$ cat config.mk
export PLATFORM = sky130hd
export DESIGN_NAME = array_linked_list_engine_top
export DESIGN_NICKNAME = d
export VERILOG_FILES = /design/src/rtl/allist_pkg.sv /design/src/rtl/allist_dp.sv /design/src/rtl/allist_ctrl.sv /design/src/rtl/array_linked_list_engine_top.sv
export VERILOG_INCLUDE_DIRS = /design/src /design/src/rtl
export SDC_FILE = /design/constraint.sdc
export NUM_CORES = 2
export LEC_CHECK = 0
export ABC_AREA = 1
export ABC_CLOCK_PERIOD_IN_PS = 6350
export BUFFER_PORTS_ARGS = -buffer_cell sky130_fd_sc_hd__buf_2
export CORE_MARGIN = 2
export CORE_UTILIZATION = 68
export CTS_CLUSTER_DIAMETER = 60
export CTS_CLUSTER_SIZE = 14
export DETAILED_ROUTE_END_ITERATION = 10
export PLACE_DENSITY = 0.85
export SLEW_MARGIN = 5
export SYNTH_ARGS = -nofsm -noshare
export SYNTH_HDL_FRONTEND = slang
export SYNTH_SLANG_ARGS = --single-unit
$ cat constraint.sdc
create_clock -name clk -period 6.35 [get_ports clk]
set_input_delay 1.27 -clock clk [delete_from_list [all_inputs] [get_ports clk]]
set_output_delay 1.27 -clock clk [all_outputs]
set_load 0.005 [all_outputs]
$ cat src/rtl/assert_macros.svh
// Assertion helpers shared by the RTL. Define NO_ASSERTIONS to drop them.
`ifndef ASSERT_MACROS_SVH
`define ASSERT_MACROS_SVH

`ifndef NO_ASSERTIONS

// Checked on every clock edge, quiet while reset is held.
`define ASSERT_CLK(lbl, prop, msg) \
  lbl: assert property (@(posedge clk) disable iff (!rst_n) (prop)) else $error(msg);

// Checked on every clock edge, reset included.
`define ASSERT_ALWAYS(lbl, prop, msg) \
  lbl: assert property (@(posedge clk) (prop)) else $error(msg);

`else

`define ASSERT_CLK(lbl, prop, msg)
`define ASSERT_ALWAYS(lbl, prop, msg)

`endif

`endif

$ cat src/rtl/allist_pkg.sv
`default_nettype none

package allist_pkg;

  typedef enum logic [1:0] {
    OP_INSERT = 2'd0,
    OP_DELETE = 2'd1,
    OP_GET    = 2'd2,
    OP_CLEAR  = 2'd3
  } opcode_t;

  // controller -> datapath
  typedef struct packed {
    logic lat_in;
    logic walk_init;
    logic walk_step;
    logic walk_done;
    logic scan_init;
    logic scan_step;
    logic found;
    logic del_rd;
    logic get_rd;
    logic ins_wr1;
    logic ins_wr2;
    logic del_wr1;
    logic del_wr2;
    logic clr_init;
    logic clr_step;
    logic respond;
    logic reject;
  } cmd_t;

  // datapath -> controller
  typedef struct packed {
    opcode_t op;
    logic    ins_ok;
    logic    pos_ok;
    logic    scan_hit;
    logic    scan_end;
    logic    scan_pend;
    logic    walk_end;
    logic    link_zero;
    logic    cur_zero;
    logic    clr_last;
    logic    out_free;
  } sts_t;

endpackage

`default_nettype wire

$ cat src/rtl/allist_dp.sv
`default_nettype none

`include "assert_macros.svh"

module allist_dp import allist_pkg::*; #(
  parameter int MAX_SLOTS = 64
) (
  input  wire logic        clk,
  input  wire logic        rst_n,
  input  wire logic [1:0]  in_opcode,
  input  wire logic [6:0]  in_position,
  input  wire logic [31:0] in_entry_value,
  input  wire logic        cfg_we,
  input  wire logic [6:0]  cfg_wdata,
  input  wire cmd_t        cmd,
  output sts_t             sts,
  output logic             out_valid,
  input  wire logic        out_stall,
  output logic             out_status,
  output logic [31:0]      out_value_out,
  output logic [6:0]       out_list_len
);

  localparam int SW = $clog2(MAX_SLOTS + 1);    // slot index width
  localparam int CW = (SW > 7) ? SW : 7;        // compare width vs 7-bit fields
  localparam int DEPTH = MAX_SLOTS + 1;

  typedef struct packed {
    logic          free;
    logic [SW-1:0] link;
  } node_t;

  node_t         node_mem [DEPTH];
  logic [31:0]   ent_mem  [DEPTH];

  opcode_t       op_r;
  logic [6:0]    pos_r;
  logic [31:0]   val_r;
  logic [CW-1:0] cap_r;
  logic [SW-1:0] len_r;
  logic [SW-1:0] cur_r;
  logic [7:0]    cnt_r;
  logic [SW:0]   scan_r;
  logic [SW-1:0] slot_r;
  logic [SW-1:0] lnk_r;
  logic          cfree_r;
  logic [SW-1:0] obj_r;
  logic [SW-1:0] clr_r;
  node_t         q_r;
  logic [SW-1:0] q_addr_r;
  logic          q_vld_r;
  logic [31:0]   ent_q_r;
  logic          out_valid_r;
  logic          out_status_r;
  logic [31:0]   out_value_r;
  logic [6:0]    out_len_r;

  logic [CW-1:0] ucap_w;
  logic [SW-1:0] ucap_s;
  logic [CW-1:0] pos_ext;
  logic [CW-1:0] len_ext;
  logic          scan_end;
  logic          scan_issue;

  logic          rd_en;
  logic [SW-1:0] rd_addr;
  logic          wr_en;
  logic [SW-1:0] wr_addr;
  node_t         wr_data;
  logic          ent_re;
  logic [SW-1:0] ent_raddr;

  logic [SW-1:0] len_nxt;
  logic [CW-1:0] len_nxt_ext;
  logic          out_free;

  // usable capacity: register value clipped to the built slot count
  assign ucap_w  = (cap_r > CW'(MAX_SLOTS)) ? CW'(MAX_SLOTS) : cap_r;
  assign ucap_s  = ucap_w[SW-1:0];
  assign pos_ext = CW'(pos_r);
  assign len_ext = CW'(len_r);

  assign scan_end   = scan_r > {1'b0, ucap_s};
  assign scan_issue = cmd.scan_step && !scan_end;
  assign out_free   = !out_valid_r || !out_stall;

  always_comb begin
    sts           = '0;
    sts.op        = op_r;
    sts.ins_ok    = (pos_ext <= ucap_w) && (len_ext < ucap_w);
    sts.pos_ok    = pos_ext < len_ext;
    sts.scan_hit  = q_vld_r && q_r.free;
    sts.scan_end  = scan_end;
    sts.scan_pend = q_vld_r;
    sts.walk_end  = (cnt_r == '0) || (q_r.link == '0);
    sts.link_zero = q_r.link == '0;
    sts.cur_zero  = cur_r == '0;
    sts.clr_last  = clr_r == SW'(MAX_SLOTS);
    sts.out_free  = out_free;
  end

  // node memory read port; walk steps take the address straight from read data
  always_comb begin
    rd_en   = 1'b1;
    rd_addr = '0;
    if (cmd.walk_init) begin
      rd_addr = '0;
    end else if (cmd.walk_step || cmd.del_rd) begin
      rd_addr = q_r.link;
    end else if (scan_issue) begin
      rd_addr = scan_r[SW-1:0];
    end else begin
      rd_en = 1'b0;
    end
  end

  always_comb begin
    wr_en   = 1'b1;
    wr_addr = clr_r;
    wr_data = '{free: 1'b1, link: '0};
    if (cmd.ins_wr1) begin
      wr_addr = slot_r;
      wr_data = '{free: 1'b0, link: lnk_r};
    end else if (cmd.ins_wr2) begin
      wr_addr = cur_r;
      wr_data = '{free: cfree_r, link: slot_r};
    end else if (cmd.del_wr1) begin
      wr_addr = obj_r;
    end else if (cmd.del_wr2) begin
      wr_addr = cur_r;
      wr_data = '{free: cfree_r, link: lnk_r};
    end else if (!cmd.clr_step) begin
      wr_en = 1'b0;
    end
  end

  assign ent_re    = cmd.del_rd || cmd.get_rd;
  assign ent_raddr = cmd.del_rd ? q_r.link : cur_r;

  always_ff @(posedge clk) begin
    if (wr_en) begin
      node_mem[wr_addr] <= wr_data;
    end
    if (rd_en) begin
      q_r      <= node_mem[rd_addr];
      q_addr_r <= rd_addr;
    end
  end

  always_ff @(posedge clk) begin
    if (cmd.ins_wr1) begin
      ent_mem[slot_r] <= val_r;
    end
    if (ent_re) begin
      ent_q_r <= ent_mem[ent_raddr];
    end
  end

  // length after the operation being reported
  always_comb begin
    len_nxt = len_r;
    if (cmd.respond) begin
      case (op_r)
        OP_INSERT: len_nxt = len_r + SW'(1);
        OP_DELETE: len_nxt = len_r - SW'(1);
        OP_CLEAR:  len_nxt = '0;
        default:   len_nxt = len_r;
      endcase
    end
  end
  assign len_nxt_ext = CW'(len_nxt);

  // control state
  always_ff @(posedge clk) begin
    if (!rst_n) begin
      cap_r       <= CW'(MAX_SLOTS);
      len_r       <= '0;
      clr_r       <= '0;
      q_vld_r     <= 1'b0;
      out_valid_r <= 1'b0;
    end else begin
      if (cfg_we) begin
        cap_r <= CW'(cfg_wdata);
      end
      if (cmd.respond || cmd.reject) begin
        len_r       <= len_nxt;
        out_valid_r <= 1'b1;
      end else if (out_valid_r && !out_stall) begin
        out_valid_r <= 1'b0;
      end
      if (cmd.clr_init) begin
        clr_r <= '0;
      end else if (cmd.clr_step) begin
        clr_r <= clr_r + SW'(1);
      end
      q_vld_r <= scan_issue;
    end
  end

  // working registers
  always_ff @(posedge clk) begin
    if (cmd.lat_in) begin
      op_r  <= opcode_t'(in_opcode);
      pos_r <= in_position;
      val_r <= in_entry_value;
    end
    if (cmd.scan_init) begin
      scan_r <= (SW + 1)'(1);
    end else if (scan_issue) begin
      scan_r <= scan_r + (SW + 1)'(1);
    end
    if (cmd.found) begin
      slot_r <= q_addr_r;
    end
    if (cmd.walk_init) begin
      cur_r <= '0;
      cnt_r <= (op_r == OP_GET) ? ({1'b0, pos_r} + 8'd1) : {1'b0, pos_r};
    end else if (cmd.walk_step) begin
      cur_r <= q_r.link;
      cnt_r <= cnt_r - 8'd1;
    end
    if (cmd.walk_done) begin
      lnk_r   <= q_r.link;
      cfree_r <= q_r.free;
    end else if (cmd.del_wr1) begin
      lnk_r <= q_r.link;
    end
    if (cmd.del_rd) begin
      obj_r <= q_r.link;
    end
    if (cmd.respond || cmd.reject) begin
      out_status_r <= cmd.reject;
      out_value_r  <= (cmd.respond && (op_r == OP_DELETE || op_r == OP_GET)) ? ent_q_r : '0;
      out_len_r    <= len_nxt_ext[6:0];
    end
  end

  assign out_valid     = out_valid_r;
  assign out_status    = out_status_r;
  assign out_value_out = out_value_r;
  assign out_list_len  = out_len_r;

  `ASSERT_CLK(a_len_bound, len_r <= SW'(MAX_SLOTS), "list length above built capacity")
  `ASSERT_CLK(a_slot_range, cmd.found |-> (q_addr_r != '0) && (q_addr_r <= ucap_s), "slot outside usable range")
  `ASSERT_CLK(a_walk_link, cmd.walk_step |-> q_r.link != '0, "walk followed an end link")

endmodule

`default_nettype wire

$ cat src/rtl/allist_ctrl.sv
`default_nettype none

`include "assert_macros.svh"

module allist_ctrl import allist_pkg::*; (
  input  wire logic clk,
  input  wire logic rst_n,
  input  wire logic in_valid,
  output logic      in_stall,
  input  wire sts_t sts,
  output cmd_t      cmd
);

  typedef enum logic [11:0] {
    S_INIT = 12'b0000_0000_0001,
    S_IDLE = 12'b0000_0000_0010,
    S_DEC  = 12'b0000_0000_0100,
    S_SCAN = 12'b0000_0000_1000,
    S_WALK = 12'b0000_0001_0000,
    S_IW1  = 12'b0000_0010_0000,
    S_IW2  = 12'b0000_0100_0000,
    S_DW1  = 12'b0000_1000_0000,
    S_DW2  = 12'b0001_0000_0000,
    S_CLR  = 12'b0010_0000_0000,
    S_RESP = 12'b0100_0000_0000,
    S_REJ  = 12'b1000_0000_0000
  } state_t;

  state_t state_r;
  state_t state_nxt;

  always_comb begin
    cmd       = '0;
    state_nxt = state_r;
    in_stall  = (state_r != S_IDLE);
    case (state_r)
      S_INIT: begin
        cmd.clr_step = 1'b1;
        if (sts.clr_last) state_nxt = S_IDLE;
      end
      S_IDLE: begin
        if (in_valid) begin
          cmd.lat_in = 1'b1;
          state_nxt  = S_DEC;
        end
      end
      S_DEC: begin
        case (sts.op)
          OP_INSERT: begin
            if (sts.ins_ok) begin
              cmd.scan_init = 1'b1;
              state_nxt     = S_SCAN;
            end else begin
              state_nxt = S_REJ;
            end
          end
          OP_DELETE, OP_GET: begin
            if (sts.pos_ok) begin
              cmd.walk_init = 1'b1;
              state_nxt     = S_WALK;
            end else begin
              state_nxt = S_REJ;
            end
          end
          default: begin
            cmd.clr_init = 1'b1;
            state_nxt    = S_CLR;
          end
        endcase
      end
      S_SCAN: begin
        if (sts.scan_hit) begin
          cmd.found     = 1'b1;
          cmd.walk_init = 1'b1;
          state_nxt     = S_WALK;
        end else if (sts.scan_end && !sts.scan_pend) begin
          state_nxt = S_REJ;
        end else begin
          cmd.scan_step = 1'b1;
        end
      end
      S_WALK: begin
        if (!sts.walk_end) begin
          cmd.walk_step = 1'b1;
        end else begin
          cmd.walk_done = 1'b1;
          case (sts.op)
            OP_INSERT: state_nxt = S_IW1;
            OP_DELETE: begin
              if (sts.link_zero) begin
                state_nxt = S_REJ;
              end else begin
                cmd.del_rd = 1'b1;
                state_nxt  = S_DW1;
              end
            end
            OP_GET: begin
              if (sts.cur_zero) begin
                state_nxt = S_REJ;
              end else begin
                cmd.get_rd = 1'b1;
                state_nxt  = S_RESP;
              end
            end
            default: state_nxt = S_REJ;
          endcase
        end
      end
      S_IW1: begin
        cmd.ins_wr1 = 1'b1;
        state_nxt   = S_IW2;
      end
      S_IW2: begin
        cmd.ins_wr2 = 1'b1;
        state_nxt   = S_RESP;
      end
      S_DW1: begin
        cmd.del_wr1 = 1'b1;
        state_nxt   = S_DW2;
      end
      S_DW2: begin
        cmd.del_wr2 = 1'b1;
        state_nxt   = S_RESP;
      end
      S_CLR: begin
        cmd.clr_step = 1'b1;
        if (sts.clr_last) state_nxt = S_RESP;
      end
      S_RESP: begin
        if (sts.out_free) begin
          cmd.respond = 1'b1;
          state_nxt   = S_IDLE;
        end
      end
      S_REJ: begin
        if (sts.out_free) begin
          cmd.reject = 1'b1;
          state_nxt  = S_IDLE;
        end
      end
      default: state_nxt = S_IDLE;
    endcase
  end

  always_ff @(posedge clk) begin
    if (!rst_n) begin
      state_r <= S_INIT;
    end else begin
      state_r <= state_nxt;
    end
  end

  `ASSERT_CLK(a_out_free, (cmd.respond || cmd.reject) |-> sts.out_free, "result loaded over a held one")
  `ASSERT_CLK(a_back_idle, (cmd.respond || cmd.reject) |=> state_r == S_IDLE, "no return to idle after result")
  `ASSERT_CLK(a_accept_dec, (in_valid && !in_stall) |=> state_r == S_DEC, "accepted item not decoded")

endmodule

`default_nettype wire

$ cat src/rtl/array_linked_list_engine_top.sv
// Array linked list engine: a singly linked list held in a link/free-flag RAM
// and a 32-bit data RAM. Slot 0 is the head; a link of 0 ends the list.
// Input channel (in_valid / in_stall): one transfer carries an opcode
// (insert, delete, get, clear), a list position and a data word.
// Result channel (out_valid / out_stall): one transfer per item with
// status (0 done, 1 rejected), the read or removed word and the new length.
// cfg_we / cfg_wdata set the usable capacity; write only while idle.
// Items are handled one at a time. An insert scans for a free slot (up to
// the usable capacity), then walks to the position; delete and get walk to
// the position; clear sweeps the node RAM; an item rejected at decode goes
// straight to the result. The walk reads one link per cycle through the
// single node RAM port, so a list walk and the free-slot scan set the rate.
// After reset the node RAM is swept with in_stall high; capacity resets to
// MAX_SLOTS. A finished result sits in an output register; while out_stall
// is high it holds and a completed item waits, but the next item is still
// accepted until its own result is due.
`default_nettype none

module array_linked_list_engine_top import allist_pkg::*; #(
  parameter int MAX_SLOTS = 64
) (
  input  wire logic        clk,
  input  wire logic        rst_n,
  input  wire logic        in_valid,
  output logic             in_stall,
  input  wire logic [1:0]  in_opcode,
  input  wire logic [6:0]  in_position,
  input  wire logic [31:0] in_entry_value,
  output logic             out_valid,
  input  wire logic        out_stall,
  output logic             out_status,
  output logic [31:0]      out_value_out,
  output logic [6:0]       out_list_len,
  input  wire logic        cfg_we,
  input  wire logic [6:0]  cfg_wdata
);

  cmd_t cmd;  // sequencer commands
  sts_t sts;  // datapath flags

  // sequencer: decode, scan, walk, link update, result hand-off
  allist_ctrl u_ctrl (
    .clk      (clk),
    .rst_n    (rst_n),
    .in_valid (in_valid),
    .in_stall (in_stall),
    .sts      (sts),
    .cmd      (cmd)
  );

  // RAMs, walk/scan registers, length, capacity and output register
  allist_dp #(
    .MAX_SLOTS (MAX_SLOTS)
  ) u_dp (
    .clk            (clk),
    .rst_n          (rst_n),
    .in_opcode      (in_opcode),
    .in_position    (in_position),
    .in_entry_value (in_entry_value),
    .cfg_we         (cfg_we),
    .cfg_wdata      (cfg_wdata),
    .cmd            (cmd),
    .sts            (sts),
    .out_valid      (out_valid),
    .out_stall      (out_stall),
    .out_status     (out_status),
    .out_value_out  (out_value_out),
    .out_list_len   (out_list_len)
  );

endmodule

`default_nettype wire

==> results.py <==
metrics = {
    "worst_hold_path": {
        "min_from": "u_dp.q_addr_r[0]",
        "holdPathStages": 0,
        "hold_class": "flip-flop to flip-flop",
        "worstHoldEndpoint": "u_dp.slot_r[0]",
    },
    "die": {
        "die_area_sq_um": 171000,
        "ios": 95,
        "initial_core_util_pct": 68.3,
        "coreArea_sq_um": 167000,
        "core.rowCount": 150,
        "fp.dieW_microns": 413,
        "fp.dieH_microns": 413,
    },
    "routing": {
        "post_drt_via_cell_ratio": 6.85,
        "wl_mm": 315,
        "drc": 0,
        "drt_iter0_markers": 15000,
        "first_pass_iters": 7,
        "vias": 80000,
        "wl_per_cell_microns": 27.0,
        "antenna_left": 0,
    },
    "setup_path": {
        "critical_path_class": "flip-flop to flip-flop",
        "crit_fanout": 87,
        "crit_required_ns": 7.10,
        "reg2reg_depth": 22,
        "cp-end-kind": "flip-flop",
        "reg2reg_to": "u_dp.q_r[0]",
        "cp-start-kind": "flip-flop",
        "reg2reg_setup_slack_ns": 1.07,
        "timing.rr.start": "u_dp.cnt_r[0]",
        "worstPathArrival_ns": 6.03,
    },
    "timing": {
        "worst_pin_slew_ns": 1.45,
        "fmax_ghz": 0.190,
        "setup_viol": 0,
        "slew_viol_final": 0,
        "setup-tns-final_ns": 0,
        "period_minus_slack_ns": 5.28,
        "hold_viol": 0,
        "skew_ns": 0.0371,
        "rsz0062_at_grt": "false",
        "min_period_over_period_pct": 83.1,
        "whs_ns": 0.441,
        "relSlewSlack_pct": 2.21,
    },
    "clock_tree": {
        "postCtsSetupBuffers": 0,
        "clk_path_buf_depth": 3,
        "cts.htree.levels": 4,
        "cts_resized": 0,
        "cts_num_sinks": 2808,
        "cts_buffers": 221,
        "ctsHoldBuffers": 0,
        "cts_tree": "done",
        "cts_root_buffer": "clkbuf_16",
        "clock_latency_ns": 0.89,
        "path_clk_slew_ns": 0.07,
    },
    "global_route": {
        "overflow": 0,
        "grt_pass1_vias": 77600,
        "grt_max_degree": 210,
        "antenna_found_initial": 7,
        "grt.total_usage_pct": 36.6,
        "grt_pass1_wl_mm": 464,
    },
    "job": {
        "cap_viol_max_count": 0,
    },
    "final_layout": {
        "fin_nets": 9529,
        "drive_gt1_share_pct": 7.24,
        "multi_input_area_sq_um": 27200,
        "layout_commonest_cell": "edfxtp_1",
        "mostFrequentLayoutCells": "edfxtp_1, nand3_1, nand2_1, nor2_1, clkbuf_16",
        "seqCellArea_sq_um": 83800,
        "instances_no_fill": 11700,
        "fill_cells": 9627,
        "areaGrowthSynthToFinish_pct": 8.13,
    },
    "placed_design": {
        "place_inst": 11400,
        "portBuffers": 94,
        "dp_hpwl_mm": 176,
        "place_congestion": 0.902,
    },
    "power_and_ir_drop": {
        "leakagePower_nw": 42.5,
        "p_int_mw": 27.2,
        "p_comb_share_pct": 6.3,
        "power.switching_mw": 7.85,
        "p_per_area_nw_per_um2": 285,
        "clock_power_share_pct": 35.3,
        "seqPwrFrac_pct": 58.4,
        "ir_worst_vdd_mv": 0.372,
        "p_total_mw": 35.1,
        "p_sw_share_pct": 22.4,
    },
    "yosys": {
        "ys_seq_elements": 2808,
        "yosysSeqAreaShare_pct": 73.6,
        "synth_top_area_share_pct": 72.8,
        "synth_flop_cell": "edfxtp_1",
        "syn-instance-count": 9479,
        "synth_area_leaders": "edfxtp_1, nand3_1, nand2_1",
        "synth_async_sr_flop_share_pct": 0,
        "synth_area_leader_cell": "edfxtp_1",
        "synth_area_sq_um": 114000,
        "syn_nets": 9575,
        "syn_avg_cell_area_sq_um": 12.0,
        "ys_types": 48,
        "yosys_warnings": 0,
        "synth_edf_count": 2758,
    },
    "run_status": {
        "status": "completed",
    },
}
==> synthesized netlist by cell type, types with 2 or more instances <==
cell and count:
a211oi_1 3, a21oi_1 38, a22oi_1 7, buf_1 67
buf_2 296, buf_4 29, clkbuf_1 204, clkinv_1 5
dfxtp_1 50, edfxtp_1 2758, ha_1 42, inv_1 170
inv_2 13, mux2i_1 3, nand2_1 2500, nand2_2 3
nand3_1 2704, nand3b_1 2, nand4_1 22, nor2_1 328
nor2_2 3, nor2_4 2, nor3_1 19, nor3b_1 3
nor4_1 9, o2111ai_1 3, o21a_1 9, o21ai_0 111
o21ai_4 2, o221ai_1 5, o22ai_1 37, or2_2 2
xnor2_1 3, xor2_1 13
==> layer usage <==
layer	track usage [%]	part of all wire, %	routed length (microns)	vias to the layer above
met5	0	0.020	63	-
met3	8.21	15	46800	1333
li1	-	-	-	33600
met4	22.1	6.8	21400	8
met1	47.3	32	99900	37800
met2	57.5	47	147000	7290
==> registers in the layout (all words and copies together), names as in the netlist, 8 cells and up <==
| register | count |
|---|---|
| u_dp.q_r | 8 |
| u_dp.node_mem | 520 |
| u_dp.val_r | 32 |
| u_dp.cnt_r | 8 |
| u_dp.scan_r | 8 |
| u_ctrl.state_r | 12 |
| u_dp.ent_q_r | 32 |
| u_dp.out_value_out | 32 |
| u_dp.ent_mem | 2080 |
==> area by class of cell <==
cell class,count,area share (%)
antenna,3,0.00610
clock buffer,244,4.61
clock inverter,20,0.192
inverter,188,0.597
multi-input combinational,5886,22.1
sequential,2808,68.1
tap,2204,2.24
timing repair buffer,328,2.13
==> through the flow <==
stage,util [%],setup slack [ns],instance area [sq um]
floorplan,-,2.57,114000
global placement,70.3,1.41,117000
detailed placement,70.3,1.24,117000
CTS,73.8,1.17,123000
global route,73.9,0.790,123000
finish,73.9,1.07,123000
==> worst max-delay path: stages (launching register included) <==
cell and delay (ns):
edfxtp_1 0.37, inv_1 0.11, ha_1 0.24, nand2_1 0.11, nor2_1 0.34, nor2_1 0.18, nand2_2 0.26, nand2_1 0.17
inv_2 0.19, nand2_4 0.36, nand2_4 0.23, buf_4 0.71, buf_4 0.62, nand2_1 0.18, nand3_1 0.12, nand3_1 0.11
nand3_1 0.11, nand2_1 0.11, nand2_1 0.08, nand3_1 0.16, nand2_1 0.16, nand2_1 0.08, nand2_1 0.07
==> logic make-up after synthesis <==
logic type	count (synthesis)	synth area share (%)
and+or+nand+nor	5599	21.6
DFF	2808	73.6
buffers and inverters	785	3.02
AOI/OAI and AO/OA	225	1.15
adders and majority gates	43	0.479
xor gates and xnor gates	16	0.123
muxes	3	0.0264
==> how the worst max path moves through the flow <==
stage / from / end / slack (ns) / cells after the start
after detailed placement: u_dp.cnt_r[0] / u_dp.q_r[4] / 1.24 / 22
after floorplan: u_ctrl.state_r[11] / u_dp.ent_mem[64][0] / 2.57 / 6
after global routing: u_dp.cnt_r[0] / u_dp.q_r[5] / 0.79 / 22
final: u_dp.cnt_r[0] / u_dp.q_r[0] / 1.07 / 22
after global placement: u_dp.cnt_r[0] / u_dp.q_r[0] / 1.41 / 22
after CTS: u_dp.cnt_r[0] / u_dp.q_r[5] / 1.17 / 22
==> power groups by stage <==
stage | registers [mW] | logic [mW] | clock network [mW]
2_1_floorplan | 21.0 | 1.14 | 0
3_3_place_gp | 20.9 | 2.03 | 0
3_5_place_dp | 20.9 | 2.10 | 0
4_1_cts | 20.5 | 2.12 | 12.3
5_1_grt | 20.5 | 2.32 | 12.9
6_report | 20.5 | 2.22 | 12.4
(Power assumes the default switching activity.)
